`config.mk`:
```
export PLATFORM = sky130hd
export DESIGN_NAME = link_frame_receiver_top
export DESIGN_NICKNAME = d
export VERILOG_FILES = /design/src/rtl/lfr_pkg.sv /design/src/rtl/lfr_cfg_regs.sv /design/src/rtl/lfr_rx_core.sv /design/src/rtl/lfr_out_buf.sv /design/src/rtl/link_frame_receiver_top.sv
export SDC_FILE = /design/constraint.sdc
export NUM_CORES = 1
export LEC_CHECK = 0
export BUFFER_PORTS_ARGS = -buffer_cell sky130_fd_sc_hd__buf_2
export CAP_MARGIN = 20
export CORE_MARGIN = 2
export CORE_UTILIZATION = 35
export DETAILED_ROUTE_END_ITERATION = 10
export PLACE_DENSITY = 0.59
export REMOVE_ABC_BUFFERS = 1
export SYNTH_ARGS = -nofsm -noshare
export SYNTH_HDL_FRONTEND = slang
export SYNTH_SLANG_ARGS = --single-unit
```
`constraint.sdc`:
```
create_clock -name clk_i -period 5 [get_ports clk_i]
set_input_delay 0.5 -clock clk_i [delete_from_list [all_inputs] [get_ports clk_i]]
set_output_delay 0.5 -clock clk_i [all_outputs]
set_load 0.01 [all_outputs]
```
`src/rtl/lfr_pkg.sv`:
```
// Shared types, codes and constants of the link frame receiver.
// Used by every module of the block; depends on nothing.
package lfr_pkg;

  // Largest payload length, data check byte included.
  localparam int unsigned MaxPayload = 2048;
  localparam int unsigned CountW = 12;

  // Framing bytes.
  localparam logic [7:0] FlagByte   = 8'h7E;
  localparam logic [7:0] EscByte    = 8'h7D;
  localparam logic [7:0] EscForEsc  = 8'h5D;
  localparam logic [7:0] EscForFlag = 8'h5E;
  localparam logic [7:0] InfoCtrlA  = 8'h00;
  localparam logic [7:0] InfoCtrlB  = 8'h40;

  // Register reset values.
  localparam logic [7:0] AddrCommandRst  = 8'd3;
  localparam logic [7:0] AddrResponseRst = 8'd1;
  localparam logic [7:0] CtrlSetRst      = 8'd3;
  localparam logic [7:0] CtrlDiscRst     = 8'd11;
  localparam logic [7:0] CtrlUaRst       = 8'd7;

  localparam int unsigned CfgIdxW = 3;

  typedef enum logic [CfgIdxW-1:0] {
    CfgAddrCommand  = 3'd0,
    CfgAddrResponse = 3'd1,
    CfgCtrlSet      = 3'd2,
    CfgCtrlDisc     = 3'd3,
    CfgCtrlUa       = 3'd4
  } lfr_cfg_idx_e;

  typedef enum logic {
    OpByte   = 1'b0,
    OpResync = 1'b1
  } lfr_op_e;

  typedef enum logic [3:0] {
    StStart   = 4'd0,
    StFlag    = 4'd1,
    StAddr    = 4'd2,
    StSuCtrl  = 4'd3,
    StSuCheck = 4'd4,
    StICtrl   = 4'd5,
    StData    = 4'd6,
    StEsc     = 4'd7,
    StSuStop  = 4'd8,
    StIStop   = 4'd9
  } lfr_state_e;

  typedef enum logic [1:0] {
    KindByte  = 2'd0,
    KindSuEnd = 2'd1,
    KindIEnd  = 2'd2,
    KindAbort = 2'd3
  } lfr_kind_e;

  typedef struct packed {
    logic [7:0] addr_command;
    logic [7:0] addr_response;
    logic [7:0] ctrl_set;
    logic [7:0] ctrl_disc;
    logic [7:0] ctrl_ua;
  } lfr_cfg_t;

  typedef struct packed {
    lfr_kind_e         kind;
    logic [7:0]        byte_value;
    logic [7:0]        frame_address;
    logic [7:0]        frame_control;
    logic [CountW-1:0] payload_count;
  } lfr_result_t;

endpackage

```
`src/rtl/lfr_cfg_regs.sv`:
```
// Configuration register file of the link frame receiver.
// Depends on lfr_pkg for the register indexes, reset values and the struct.
module lfr_cfg_regs import lfr_pkg::*; (
  input  logic               clk_i,
  input  logic               rst_ni,
  input  logic               we_i,
  input  logic [CfgIdxW-1:0] index_i,
  input  logic [7:0]         data_i,
  output lfr_cfg_t           cfg_o
);

  lfr_cfg_t cfg_q, cfg_d;

  // Decode the register index; indexes beyond the list are ignored.
  always_comb begin
    cfg_d = cfg_q;
    if (we_i) begin
      unique case (lfr_cfg_idx_e'(index_i))
        CfgAddrCommand:  cfg_d.addr_command  = data_i;
        CfgAddrResponse: cfg_d.addr_response = data_i;
        CfgCtrlSet:      cfg_d.ctrl_set      = data_i;
        CfgCtrlDisc:     cfg_d.ctrl_disc     = data_i;
        CfgCtrlUa:       cfg_d.ctrl_ua       = data_i;
        default:         cfg_d = cfg_q;
      endcase
    end
  end

  always_ff @(posedge clk_i or negedge rst_ni) begin
    if (!rst_ni) begin
      cfg_q.addr_command  <= AddrCommandRst;
      cfg_q.addr_response <= AddrResponseRst;
      cfg_q.ctrl_set      <= CtrlSetRst;
      cfg_q.ctrl_disc     <= CtrlDiscRst;
      cfg_q.ctrl_ua       <= CtrlUaRst;
    end else begin
      cfg_q <= cfg_d;
    end
  end

  assign cfg_o = cfg_q;

endmodule

```
`src/rtl/lfr_rx_core.sv`:
```
// Receive state machine: header checks, destuffing, length count and link flag.
// Depends on lfr_pkg; produces at most one result per accepted item.
module lfr_rx_core import lfr_pkg::*; (
  input  logic        clk_i,
  input  logic        rst_ni,
  input  logic        fire_i,
  input  logic        op_i,
  input  logic [7:0]  byte_i,
  input  lfr_cfg_t    cfg_i,
  output logic        res_valid_o,
  output lfr_result_t res_o
);

  lfr_state_e        state_q, state_d;
  logic              link_up_q, link_up_d;
  logic [7:0]        hdr_address_q, hdr_address_d;
  logic [7:0]        hdr_control_q, hdr_control_d;
  logic [CountW-1:0] len_q, len_d;

  logic [7:0]        check;
  logic              take;
  logic [7:0]        take_value;
  logic              is_addr;
  logic              is_su_ctrl;
  logic              is_i_ctrl;

  assign check      = hdr_address_q ^ hdr_control_q;
  assign is_addr    = (byte_i == cfg_i.addr_command) || (byte_i == cfg_i.addr_response);
  assign is_su_ctrl = (byte_i == cfg_i.ctrl_set) || (byte_i == cfg_i.ctrl_disc) ||
                      (byte_i == cfg_i.ctrl_ua);
  assign is_i_ctrl  = (byte_i == InfoCtrlA) || (byte_i == InfoCtrlB);

  // Next state for one accepted item: a received byte or a resynchronize.
  always_comb begin
    state_d       = state_q;
    link_up_d     = link_up_q;
    hdr_address_d = hdr_address_q;
    hdr_control_d = hdr_control_q;
    len_d         = len_q;
    take          = 1'b0;
    take_value    = byte_i;
    if (fire_i) begin
      if (lfr_op_e'(op_i) == OpResync) begin
        state_d = StStart;
        len_d   = '0;
      end else begin
        unique case (state_q)
          StFlag: begin
            if (is_addr) begin
              hdr_address_d = byte_i;
              state_d       = StAddr;
            end else if (byte_i != FlagByte) begin
              state_d = StStart;
            end
          end
          StAddr: begin
            if (is_su_ctrl) begin
              hdr_control_d = byte_i;
              link_up_d     = 1'b0;
              state_d       = StSuCtrl;
            end else if (byte_i == FlagByte) begin
              state_d = StFlag;
            end else if (is_i_ctrl && link_up_q) begin
              hdr_control_d = byte_i;
              state_d       = StICtrl;
            end else begin
              state_d = StStart;
            end
          end
          StSuCtrl: begin
            if (byte_i == check) state_d = StSuCheck;
            else if (byte_i == FlagByte) state_d = StFlag;
            else state_d = StStart;
          end
          StSuCheck: begin
            if (byte_i == FlagByte) begin
              state_d   = StSuStop;
              link_up_d = 1'b1;
            end else begin
              state_d = StStart;
            end
          end
          StICtrl: begin
            if (byte_i == check) begin
              state_d = StData;
              len_d   = '0;
            end else if (byte_i == FlagByte) begin
              state_d = StFlag;
            end else begin
              state_d = StStart;
            end
          end
          StData: begin
            if (byte_i == EscByte) begin
              state_d = StEsc;
            end else if (byte_i == FlagByte) begin
              state_d = (len_q < CountW'(2)) ? StStart : StIStop;
            end else begin
              take = 1'b1;
            end
          end
          StEsc: begin
            if (byte_i == EscForEsc) begin
              take       = 1'b1;
              take_value = EscByte;
            end else if (byte_i == EscForFlag) begin
              take       = 1'b1;
              take_value = FlagByte;
            end else begin
              state_d = StStart;
            end
          end
          default: begin
            // Start, both stop states and unused codes.
            state_d = (byte_i == FlagByte) ? StFlag : StStart;
          end
        endcase

        // Payload byte: count it, or abort when the frame is already full.
        if (take) begin
          if (len_q >= CountW'(MaxPayload)) begin
            state_d = StStart;
            len_d   = '0;
          end else begin
            state_d = StData;
            len_d   = len_q + CountW'(1);
          end
        end
      end
    end
  end

  // Result for the same byte; the header fields are unchanged whenever one is made.
  always_comb begin
    res_valid_o         = 1'b0;
    res_o.kind          = KindByte;
    res_o.byte_value    = '0;
    res_o.frame_address = hdr_address_q;
    res_o.frame_control = hdr_control_q;
    res_o.payload_count = '0;
    if (fire_i && (lfr_op_e'(op_i) == OpByte)) begin
      if (take) begin
        res_valid_o = 1'b1;
        if (len_q >= CountW'(MaxPayload)) begin
          res_o.kind          = KindAbort;
          res_o.payload_count = len_q;
        end else begin
          res_o.kind          = KindByte;
          res_o.byte_value    = take_value;
          res_o.payload_count = len_d;
        end
      end else if ((state_q == StSuCheck) && (byte_i == FlagByte)) begin
        res_valid_o = 1'b1;
        res_o.kind  = KindSuEnd;
      end else if ((state_q == StData) && (byte_i == FlagByte) &&
                   (len_q >= CountW'(2))) begin
        res_valid_o         = 1'b1;
        res_o.kind          = KindIEnd;
        res_o.payload_count = len_q;
      end
    end
  end

  always_ff @(posedge clk_i or negedge rst_ni) begin
    if (!rst_ni) begin
      state_q       <= StStart;
      link_up_q     <= 1'b0;
      hdr_address_q <= '0;
      hdr_control_q <= '0;
      len_q         <= '0;
    end else begin
      state_q       <= state_d;
      link_up_q     <= link_up_d;
      hdr_address_q <= hdr_address_d;
      hdr_control_q <= hdr_control_d;
      len_q         <= len_d;
    end
  end

`ifndef SYNTH
  // The length counter never passes the frame limit.
  assert property (@(posedge clk_i) disable iff (!rst_ni)
    len_q <= CountW'(MaxPayload))
    else $error("payload length beyond limit");

  // A completed supervisory frame brings the link up.
  assert property (@(posedge clk_i) disable iff (!rst_ni)
    (res_valid_o && (res_o.kind == KindSuEnd)) |=> link_up_q)
    else $error("link not up after supervisory frame");

  // An overflow abort resynchronizes with a cleared length.
  assert property (@(posedge clk_i) disable iff (!rst_ni)
    (res_valid_o && (res_o.kind == KindAbort)) |=> ((state_q == StStart) && (len_q == '0)))
    else $error("abort did not resynchronize");

  // A resynchronize item keeps the link flag and returns to start.
  assert property (@(posedge clk_i) disable iff (!rst_ni)
    (fire_i && (op_i == OpResync)) |=>
      ((state_q == StStart) && (link_up_q == $past(link_up_q))))
    else $error("resynchronize misbehaved");
`endif

endmodule

```
`src/rtl/lfr_out_buf.sv`:
```
// Two-entry result buffer: output register plus skid register.
// Depends on lfr_pkg for the result struct.
module lfr_out_buf import lfr_pkg::*; (
  input  logic        clk_i,
  input  logic        rst_ni,
  input  logic        push_i,
  input  lfr_result_t data_i,
  output logic        full_o,
  output logic        valid_o,
  input  logic        stall_i,
  output lfr_result_t data_o
);

  logic        head_v_q, head_v_d;
  logic        skid_v_q, skid_v_d;
  lfr_result_t head_q, head_d;
  lfr_result_t skid_q, skid_d;
  logic        pop;

  assign pop = head_v_q && !stall_i;

  // Refill the head from the skid entry first, then from a new push.
  always_comb begin
    head_v_d = head_v_q;
    skid_v_d = skid_v_q;
    head_d   = head_q;
    skid_d   = skid_q;
    if (pop) begin
      if (skid_v_q) begin
        head_d   = skid_q;
        skid_v_d = 1'b0;
      end else begin
        head_d   = data_i;
        head_v_d = push_i;
      end
    end else if (push_i) begin
      if (!head_v_q) begin
        head_d   = data_i;
        head_v_d = 1'b1;
      end else begin
        skid_d   = data_i;
        skid_v_d = 1'b1;
      end
    end
  end

  always_ff @(posedge clk_i or negedge rst_ni) begin
    if (!rst_ni) begin
      head_v_q <= 1'b0;
      skid_v_q <= 1'b0;
    end else begin
      head_v_q <= head_v_d;
      skid_v_q <= skid_v_d;
    end
  end

  always_ff @(posedge clk_i) begin
    head_q <= head_d;
    skid_q <= skid_d;
  end

  assign full_o  = skid_v_q;
  assign valid_o = head_v_q;
  assign data_o  = head_q;

endmodule

```
`src/rtl/link_frame_receiver_top.sv`:
```
// Link frame receiver: one line byte per item, with a small result buffer.
// Depends on lfr_pkg, lfr_cfg_regs, lfr_rx_core and lfr_out_buf.
//
// The receiver takes one item every clock cycle while in_stall_o is low. Each
// received byte updates the frame state in the same cycle it is accepted, and
// any result it causes reaches the output through a buffer register. Results
// sit in a two-entry buffer (output register plus skid register), so input
// stall rises only when both entries hold results that the downstream side has
// not taken. Configuration registers are written through their own port, which
// is always ready, and should be written only while the receiver is idle.
module link_frame_receiver_top import lfr_pkg::*; (
  input  logic               clk_i,
  input  logic               rst_ni,
  // Configuration writes.
  input  logic               cfg_valid_i,
  output logic               cfg_ready_o,
  input  logic [CfgIdxW-1:0] cfg_index_i,
  input  logic [7:0]         cfg_data_i,
  // Input items.
  input  logic               in_valid_i,
  output logic               in_stall_o,
  input  logic               op_i,
  input  logic [7:0]         byte_in_i,
  // Result items.
  output logic               out_valid_o,
  input  logic               out_stall_i,
  output logic [1:0]         kind_o,
  output logic [7:0]         byte_value_o,
  output logic [7:0]         frame_address_o,
  output logic [7:0]         frame_control_o,
  output logic [CountW-1:0]  payload_count_o
);

  lfr_cfg_t    cfg;
  lfr_result_t res;
  lfr_result_t out_res;
  logic        res_valid;
  logic        buf_full;
  logic        in_fire;

  assign cfg_ready_o = 1'b1;
  assign in_stall_o  = buf_full;
  assign in_fire     = in_valid_i && !buf_full;

  lfr_cfg_regs u_cfg (
    .clk_i   (clk_i),
    .rst_ni  (rst_ni),
    .we_i    (cfg_valid_i),
    .index_i (cfg_index_i),
    .data_i  (cfg_data_i),
    .cfg_o   (cfg)
  );

  lfr_rx_core u_core (
    .clk_i       (clk_i),
    .rst_ni      (rst_ni),
    .fire_i      (in_fire),
    .op_i        (op_i),
    .byte_i      (byte_in_i),
    .cfg_i       (cfg),
    .res_valid_o (res_valid),
    .res_o       (res)
  );

  lfr_out_buf u_out (
    .clk_i   (clk_i),
    .rst_ni  (rst_ni),
    .push_i  (res_valid),
    .data_i  (res),
    .full_o  (buf_full),
    .valid_o (out_valid_o),
    .stall_i (out_stall_i),
    .data_o  (out_res)
  );

  assign kind_o          = out_res.kind;
  assign byte_value_o    = out_res.byte_value;
  assign frame_address_o = out_res.frame_address;
  assign frame_control_o = out_res.frame_control;
  assign payload_count_o = out_res.payload_count;

endmodule
```
==> reports/qor.csv, run 1 <==
metric,value,unit
synthAdderAreaFrac,0.345,%
yosysUniqueCellTypes,66,
die_area,21900,um^2
fin_skew,0.00842,ns
async_flop_share,49.7,%
post_cts_buffers,0,
antenna_found_initial,0,
fin_cells,909,
synth_ff_type,edfxtp_1,
hpwlAfterDp,10700,um
path_clk_slew,0.06,ns
yosysWarnings,0,
cp_cell_sequence,buf_2 -> and4b_1 -> nand4_1 -> nor4b_1 -> o211ai_1 -> nor2_4 -> buf_16,
grt_max_degree,76,
synth-seq-cells,151,
placeableCoreArea,20300,um^2
setup_viol_count_final,0,
cts_sinks,151,
synth_top_family_by_area,simple AND/OR/NAND/NOR gates,
syn_inst,561,
crit_path_end_kind,flop,
clkLatencyLatePin,0.42,ns
numCtsBuffers,17,
slowest_delay,0.51,ns
syn_avg_cell_area,12.9,um^2
first_global_vias,4774,
tightest_slew,0.994,ns
cts-resized-gates,0,
die_w,148,um
worstPathRequired,5.12,ns
dr.pass1.iters,6,
switching_share,23.0,%
status,completed,
drtIter0Drc,272,
min_path_type,in -> async,
period_share,54.1,%
max-cap-violations,0,
rows,52,
path_delay_family,simple AND/OR/NAND/NOR gates,
seq_power_share,49.1,%
pwr-share-comb,7.8,%
yosys-mux-area-fraction,11.3,%
rsz0062_at_grt,false,
synth-compound-area-share,8.79,%
cts_tree,yes,
postRouteAntennaNets,0,
min_period,2.70,ns
p_per_area,346,nW/um^2
initial_core_util,35.7,%
yosysSeqAreaShare,57.6,%
io_pins,66,
synth-xor-area-share,7.79,%
overflow,0,
diodes,0,
final_layout_size_suffix_gt1_share,30.7,%
critPathKind,in -> reg,
die_y,148,um
finalMaxSlewViolations,0,
track_usage,14.9,%
fillCellCount,1932,
crit_buf_inv,2,
port_buffers,64,
path_max_fanout,23,
cts_buffer_depth,2,
drc_errors,0,
max_slew_margin,33.7,%
arrival,2.83,ns
root_buffer,clkbuf_16,
ctsHoldBuffers,0,
htree_num_levels,4,
place_congestion,0.851,
vias,4665,
grt_pass1_wl,25600,um
via_per_inst,5.13,
drt-wirelength-per-cell,17.0,um
wl,15500,um
hold_viol,0,
mostFrequentLayoutCells,"edfxtp_1, mux2_2, buf_2, dfrtp_1, nand2_1",
clock.fmax,0.370,GHz
slowest_stage,nor2_4,
p_leak,3.53,nW
areaGrowthSynthToFinish,16.6,%
vdd_ir_drop_max,0.000193,V
cp-start-kind,input port,
clkPwrFrac,43.1,%
synth_edf_count,76,
p_int,2.25,mW
fin_total_pwr,2.92,mW
synthSimpleGateAreaFrac,11.8,%
fin_tns_setup,0,ns
layout_commonest_cell,edfxtp_1,
syn_area,7250,um^2
power.switching,0.671,mW
fin_nets,653,
placed_cells,875,
registers in the layout (all words and copies together), names as in the netlist:
name,cells
u_out.valid_o,1
u_out.skid_q,38
u_core.hdr_control_q,8
u_core.hdr_address_q,8
u_core.len_q,12
u_cfg.cfg_o,40
u_core.link_up_q,1
u_out.data_o,38
u_out.full_o,1
u_core.state_q,4
synth_stat cells, types with 3 or more instances:
cell type,number,share of area [%]
a21o_1,15,1.6
a21oi_1,15,1.0
a31oi_1,4,0.35
and2_1,12,1.0
and3_1,4,0.35
buf_2,13,0.90
clkbuf_1,7,0.36
dfrtp_1,64,22
dfstp_2,11,4.0
edfxtp_1,76,31
inv_1,10,0.52
mux2_2,71,11
nand2_1,45,2.3
nand3_1,17,1.2
nand4_1,11,0.95
nor2_1,22,1.1
nor2b_1,7,0.60
nor3_1,6,0.41
nor4_1,8,0.69
o21a_1,3,0.31
o21ai_0,25,1.7
o21ai_1,3,0.21
o21bai_1,3,0.31
o22ai_1,3,0.26
o31ai_1,4,0.41
or3_1,4,0.35
xnor2_1,25,3.0
xnor3_1,8,2.5
xor2_1,17,2.1
kinds of logic after synthesis:
group | count (synthesis)
other cells | 1
flops | 151
fa+ha+maj | 2
mux | 73
buf+inv | 34
xor+xnor | 51
simple gates | 156
compound gates | 93
per-stage QoR:
step	hold WS [ns]	area [um^2]	utilization [%]	worst slack, ns
3_5_place_dp	0.501	7820	38.5	1.53
2_1_floorplan	0.204	7120	-	1.21
3_3_place_gp	0.489	7820	38.5	1.63
6_report	0.305	8450	41.6	2.30
4_1_cts	0.354	8400	41.4	1.97
5_1_grt	0.360	8450	41.6	2.13
path summary, 6_finish.rpt:
path | slack (ns) | from | to | cells after the start
max in group asynchronous | 4.03 | rst_ni | u_core.len_q[7] | 2
worst min register to register | 0.52 | u_core.link_up_q | u_core.link_up_q | 2
min in group clk_i | 0.37 | cfg_data_i[3] | u_cfg.cfg_o[19] | 2
worst max register to register | 2.33 | u_core.state_q[3] | u_out.skid_q[27] | 6
worst min-delay path | 0.30 | rst_ni | u_cfg.cfg_o[35] | 2
worst max-delay path | 2.30 | byte_in_i[6] | u_out.skid_q[27] | 7
power by group through the flow:
stage               combinational (mW)  sequential, mW  clock, mW
finish                           0.227            1.44       1.26
global route                     0.253            1.44       1.36
CTS                              0.231            1.44       1.29
detailed placement               0.229            1.46          0
global placement                 0.224            1.46          0
floorplan                        0.157            1.45          0
worst register-to-register path, delay by kind of cell (launching register included):
kind	cells	cell delay [ns]
buffers and inverters	1	0.24
DFF	1	0.45
AOI/OAI and AO/OA	2	0.54
and+or+nand+nor	3	1.13
routing by layer:
metal | track usage [%] | vias up | share of wire [%]
li1 | - | 2193 | -
met1 | 20.3 | 2306 | 45
met2 | 23.7 | 141 | 48
met3 | 3.89 | 25 | 5.5
met4 | 4.62 | 0 | 1.6
met5 | 0 | - | 0
layout make-up:
| cell class | count | area (um^2) | area share, % |
|---|---|---|---|
| Clock inverter | 13 | 148 | 1.75 |
| Sequential cell | 151 | 4170 | 49.4 |
| Tap cell | 270 | 338 | 4.00 |
| Clock buffer | 19 | 433 | 5.12 |
| Inverter | 10 | 37.5 | 0.444 |
| Multi-Input combinational cell | 376 | 2930 | 34.6 |
| Timing Repair Buffer | 70 | 398 | 4.71 |
Power figures use the tool's default switching activity.
==> run 2: changes to the inputs <==
==> constraint.sdc (replaced) <==
create_clock -name clk_i -period 2.65 [get_ports clk_i]
set_input_delay 0.265 -clock clk_i [delete_from_list [all_inputs] [get_ports clk_i]]
set_output_delay 0.265 -clock clk_i [all_outputs]
set_load 0.01 [all_outputs]
==> run 2 against run 1 <==
Net effect:
- critical path depth up 1
- cell area is 1.9% higher
- combinational power up 94%
- worst setup slack got worse by 2.0 ns
- worst hold slack worse by 0.18 ns
- power up 90%
- die area unchanged
- utilization is 0.79 points higher
- global-route usage grew 0.43 points
- via count rose by 1.9%
- clock power rose by 90%
- final cell count is 2.4% higher
- critical endpoint is now u_out.data_o[20]
- largest cell class unchanged
- highest routed layer unchanged
==> reports/qor.csv, run 2 (synthesis results as in run 1) <==
metric,value,unit,change
status,completed,,unchanged
path_max_fanout,38,,was 23
hold_viol,0,,unchanged
ctsHoldBuffers,1,,was 0
place_area,8020,um^2,was 7820 um^2
cts_sinks,151,,unchanged
final_layout_size_suffix_gt1_share,32.7,%,was 30.7%
die_w,148,um,unchanged
multiInputGateArea,2930,um^2,unchanged
setup_viol_count_final,0,,unchanged
cp_cell_sequence,ha_1 -> nor2_1 -> nand4_1 -> nor2_1 -> nor4b_1 -> o21ai_0 -> o21bai_4 -> buf_12,,was buf_2 -> and4b_1 -> nand4_1 -> nor4b_1 -> o211ai_1 -> nor2_4 -> buf_16
place_congestion,0.925,,was 0.851
min_period,2.34,ns,
wl,15900,um,was 15500 um
p_per_area,643,nW/um^2,was 346 nW/um^2
regArea,4170,um^2,unchanged
finalMaxSlewViolations,0,,unchanged
root_buffer,clkbuf_16,,unchanged
design_area,8610,um^2,was 8450 um^2
worstPathRequired,2.76,ns,was 5.12 ns
setup_ws,0.311,ns,was 2.30 ns
post_cts_buffers,0,,unchanged
antenna_found_initial,0,,unchanged
mostFrequentLayoutCells,"edfxtp_1, mux2_2, buf_2, dfrtp_1, nand2_1",,unchanged
postRouteAntennaNets,0,,unchanged
via_per_inst,5.10,,was 5.13
utilization,42.4,%,was 41.6%
p_int,4.26,mW,was 2.25 mW
overflow,0,,unchanged
track_usage,15.4,%,was 14.9%
holdWs,0.122,ns,was 0.305 ns
die_area,21900,um^2,unchanged
areaGrowthSynthToFinish,18.9,%,was 16.6%
tightest_slew,0.832,ns,was 0.994 ns
path_clk_slew,0.06,ns,about the same
clkPwrFrac,43.2,%,was 43.1%
dr.pass1.iters,5,,was 6
htree_num_levels,4,,unchanged
pwr-share-comb,7.9,%,was 7.8%
max_slew_margin,44.4,%,was 33.7%
die_y,148,um,unchanged
vias,4752,,was 4665
io_pins,66,,unchanged
seq_power_share,48.9,%,was 49.1%
period_share,88.3,%,
clkLatencyLatePin,0.43,ns,was 0.42 ns
rsz0062_at_grt,false,,unchanged
crit_path_end_kind,flop,,unchanged
crit_path_frequent_cell,nor2_1,,
diodes,0,,unchanged
clock.fmax,0.427,GHz,
cts-resized-gates,0,,unchanged
fin_tns_setup,0,ns,unchanged
hpwlAfterDp,11200,um,was 10700 um
initial_core_util,35.7,%,unchanged
power.switching,1.28,mW,was 0.671 mW
placeableCoreArea,20300,um^2,unchanged
rows,52,,unchanged
critPathKind,reg -> reg,,was in -> reg
cts_tree,yes,,unchanged
fin_nets,675,,was 653
vdd_ir_drop_max,0.000438,V,was 0.000193 V
largest_register_ffs,40,,unchanged
grt_max_degree,44,,was 76
slowest_stage,dfrtp_1,,was nor2_4
layout_commonest_cell,edfxtp_1,,unchanged
cp-start-kind,flop,,was input port
cts_buffer_depth,2,,unchanged
p_leak,3.62,nW,was 3.53 nW
fillCellCount,1883,,was 1932
first_global_vias,4974,,was 4774
min_path_type,in -> reg,,was in -> async
switching_share,23.1,%,was 23.0%
drc_errors,0,,unchanged
dp_worst_setup_slack,0.111,ns,was 1.53 ns
drt-wirelength-per-cell,17.1,um,was 17.0 um
port_buffers,64,,unchanged
numCtsBuffers,17,,unchanged
grt_pass1_wl,26300,um,was 25600 um
arrival,2.45,ns,was 2.83 ns
drtIter0Drc,260,,was 272
fin_skew,0.0160,ns,was 0.00842 ns
max-cap-violations,0,,unchanged
slowest_delay,0.51,ns,about the same
-- run 2: path summary, 6_finish.rpt --
check                           slack, ns                to             start  cells after the start
min in group asynchronous            0.40    u_cfg.cfg_o[4]            rst_ni                      3
worst max-delay path                 0.31  u_out.data_o[20]   u_core.len_q[1]                      8
worst max register to register       0.31  u_out.data_o[20]   u_core.len_q[1]                      8
worst min-delay path                 0.12     u_out.valid_o       out_stall_i                      3
max in group asynchronous            1.79      u_out.full_o            rst_ni                      3
worst min register to register       0.50  u_core.link_up_q  u_core.link_up_q                      2
-- run 2: per-stage QoR --
step | power [mW] | instances
6_report | 5.54 | 931
5_1_grt | 5.76 | 931
4_1_cts | 5.59 | 931
3_5_place_dp | 3.20 | 898
3_3_place_gp | 3.18 | 898
2_1_floorplan | 3.02 | 537
-- run 2: layer usage --
metal  GRT usage, %  up-vias  part of all wire [%]  wire length, um
met5              0        -                     0                0
met4           5.00        0                   2.0              314
met3           2.99       29                   3.9              619
met2           25.4      122                    48             7620
met1           20.5     2360                    46             7320
li1               -     2241                     -                -
-- run 2: area by class of cell --
class	instances	share of cell area (%)
clock buffer	19	5.03
clock inverter	13	1.71
inverter	10	0.436
multi-input combinational	376	34.0
sequential	151	48.5
tap	270	3.92
timing repair buffer	92	6.48
-- run 2: power groups by stage --
stage / registers (mW) / clock network, mW / logic, mW
finish: 2.71 / 2.39 / 0.440
global route: 2.72 / 2.54 / 0.488
CTS: 2.71 / 2.44 / 0.447
detailed placement: 2.76 / 0 / 0.444
global placement: 2.75 / 0 / 0.432
floorplan: 2.73 / 0 / 0.295
-- run 2: worst max-delay path: cells and delay by family, from the launching register on --
kind                     cells  cell delay [ns]
AO/OA/AOI/OAI                2             0.46
buffers and inverters        1             0.25
flip-flops                   1             0.51
adder cells (fa/ha/maj)      1             0.20
AND/OR/NAND/NOR              4             0.60
==> run 3: changes to the inputs <==
--- a/config.mk
+++ b/config.mk
@@ -7,6 +7,7 @@
 export LEC_CHECK = 0
 export BUFFER_PORTS_ARGS = -buffer_cell sky130_fd_sc_hd__buf_2
 export CAP_MARGIN = 20
+export CORE_ASPECT_RATIO = 0.7
 export CORE_MARGIN = 2
 export CORE_UTILIZATION = 35
 export DETAILED_ROUTE_END_ITERATION = 10
==> run 3 against run 2 <==
Net effect:
- first-iteration DRC count is 30% higher
- sequential share of layout area is 0.056 points higher
- power is 0.93% lower
- die area hardly changed
- routed wire length is 7.4% higher
- final cell count is 0.21% lower
- combinational power hardly changed
- highest routed layer unchanged
==> reports/qor.csv, run 3 (synthesis results as in run 1) <==
metric,value,unit,change
status,completed,,unchanged
overflow,0,,unchanged
path_clk_slew,0.06,ns,about the same
htree_num_levels,4,,unchanged
finalMaxSlewViolations,0,,unchanged
hpwlAfterDp,11800,um,was 11200 um
clock.fmax,0.418,GHz,was 0.427 GHz
cp_cell_sequence,ha_1 -> nor2_1 -> nand4_1 -> nor2_1 -> nor4b_1 -> o21ai_0 -> o21bai_4 -> buf_12,,unchanged
post_cts_buffers,0,,unchanged
cp_num_cells,8,,unchanged
mostFrequentLayoutCells,"edfxtp_1, mux2_2, buf_2, dfrtp_1, nand2_1",,unchanged
min_path_type,in -> reg,,unchanged
antenna_found_initial,0,,unchanged
arrival,2.50,ns,was 2.45 ns
tightest_slew,0.686,ns,was 0.832 ns
path_delay_family,simple AND/OR/NAND/NOR gates,,unchanged
areaGrowthSynthToFinish,18.7,%,was 18.9%
diodes,0,,unchanged
cts_tree,yes,,unchanged
rr_worst_depth,8,,unchanged
clkLatencyLatePin,0.43,ns,about the same
die_w,176,um,was 148 um
grt_max_degree,42,,was 44
regArea,4170,um^2,unchanged
critPathKind,reg -> reg,,unchanged
dr.pass1.iters,5,,unchanged
first_global_vias,5091,,was 4974
p_per_area,638,nW/um^2,was 643 nW/um^2
root_buffer,clkbuf_16,,unchanged
worstHoldPathCells,3,,unchanged
fin_skew,0.0110,ns,was 0.0160 ns
final_layout_size_suffix_gt1_share,32.8,%,was 32.7%
setup_viol_count_final,0,,unchanged
numCtsBuffers,17,,unchanged
design_area,8600,um^2,was 8610 um^2
drt-wirelength-per-cell,18.4,um,was 17.1 um
largest_register_ffs,40,,unchanged
initial_core_util,36.1,%,was 35.7%
place_area,8020,um^2,about the same
max_slew_margin,54.1,%,was 44.4%
crit_buf_inv,1,,unchanged
utilization,42.9,%,was 42.4%
min_period,2.39,ns,was 2.34 ns
r2r_setup_slack,0.26,ns,was 0.31 ns
vias,4843,,was 4752
dp_worst_setup_slack,0.162,ns,was 0.111 ns
slowest_stage,dfrtp_1,,unchanged
drtIter0Drc,337,,was 260
grt_pass1_wl,28100,um,was 26300 um
vdd_ir_drop_max,0.000399,V,was 0.000438 V
cts_sinks,151,,unchanged
fillCellCount,1846,,was 1883
placeableCoreArea,20100,um^2,was 20300 um^2
track_usage,16.6,%,was 15.4%
p_leak,3.63,nW,was 3.62 nW
wl,17100,um,was 15900 um
layout_commonest_cell,edfxtp_1,,unchanged
crit_path_end_kind,flop,,unchanged
drc_errors,0,,unchanged
place_congestion,0.882,,was 0.925
io_pins,66,,unchanged
worstPathRequired,2.76,ns,about the same
cp-start-kind,flop,,unchanged
port_buffers,64,,unchanged
period_share,90.3,%,was 88.3%
setup_ws,0.258,ns,was 0.311 ns
hold_viol,0,,unchanged
postRouteAntennaNets,0,,unchanged
max-cap-violations,0,,unchanged
rsz0062_at_grt,false,,unchanged
die_y,124,um,was 148 um
multiInputGateArea,2930,um^2,about the same
fin_nets,673,,was 675
path_max_fanout,38,,unchanged
crit_path_frequent_cell,nor2_1,,unchanged
die_area,21900,um^2,about the same
slowest_delay,0.51,ns,about the same
via_per_inst,5.21,,was 5.10
cts_buffer_depth,2,,unchanged
rows,43,,was 52
run 3: power breakdown:
group	internal [mW]	leakage [nW]	switching (mW)	total (mW)
Combinational	0.245	1.69	0.198	0.443
Clock	1.32	0.283	1.01	2.33
Sequential	2.61	1.65	0.0974	2.71
run 3: metrics by stage:
step / power, mW / TNS, ns / hold slack (ns) / instances
CTS: 5.54 / 0 / 0.0995 / 929
finish: 5.49 / 0 / 0.121 / 929
floorplan: 3.02 / -63.54 / -0.0306 / 537
detailed placement: 3.20 / 0 / 0.329 / 896
global route: 5.70 / 0 / 0.131 / 929
global placement: 3.18 / 0 / 0.314 / 896
run 3: cell type report:
cell class                      instances  area share (%)
Tap cell                              270            3.93
Timing Repair Buffer                   90            6.46
Clock inverter                         10           0.975
Sequential cell                       151            48.5
Clock buffer                           22            5.64
Multi-Input combinational cell        376            34.1
Inverter                               10           0.436
run 3: worst reg2reg max path: stages, from the launching register on:
cell      delay, ns
dfrtp_1        0.51
ha_1           0.21
nor2_1         0.04
nand4_1        0.14
nor2_1         0.06
nor4b_1        0.38
o21ai_0        0.24
o21bai_4       0.20
buf_12         0.26
run 3: timing repair:
action,4_1_cts,5_1_grt
gates resized for setup,0,1
hold endpoints to repair,23,0
hold buffers,1,0
endpoints found under the setup margin,0,5
run 3: final timing paths:
| kind | startpoint | endpoint |
|---|---|---|
| worst max-delay path | u_core.len_q[1] | u_out.data_o[14] |
| worst max register to register | u_core.len_q[1] | u_out.data_o[14] |
| max in group asynchronous | rst_ni | u_cfg.cfg_o[17] |
| min in group asynchronous | rst_ni | u_core.hdr_control_q[1] |
| worst min-delay path | out_stall_i | u_out.valid_o |
| worst min register to register | u_core.hdr_address_q[3] | u_out.skid_q[23] |
run 3: routing by layer:
| layer | up-vias | wire length, um | track usage (%) |
|---|---|---|---|
| met4 | 0 | 252 | 5.06 |
| met2 | 137 | 7190 | 23.7 |
| li1 | 2253 | - | - |
| met1 | 2428 | 8720 | 24.4 |
| met3 | 25 | 896 | 4.43 |
| met5 | - | 0 | 0 |
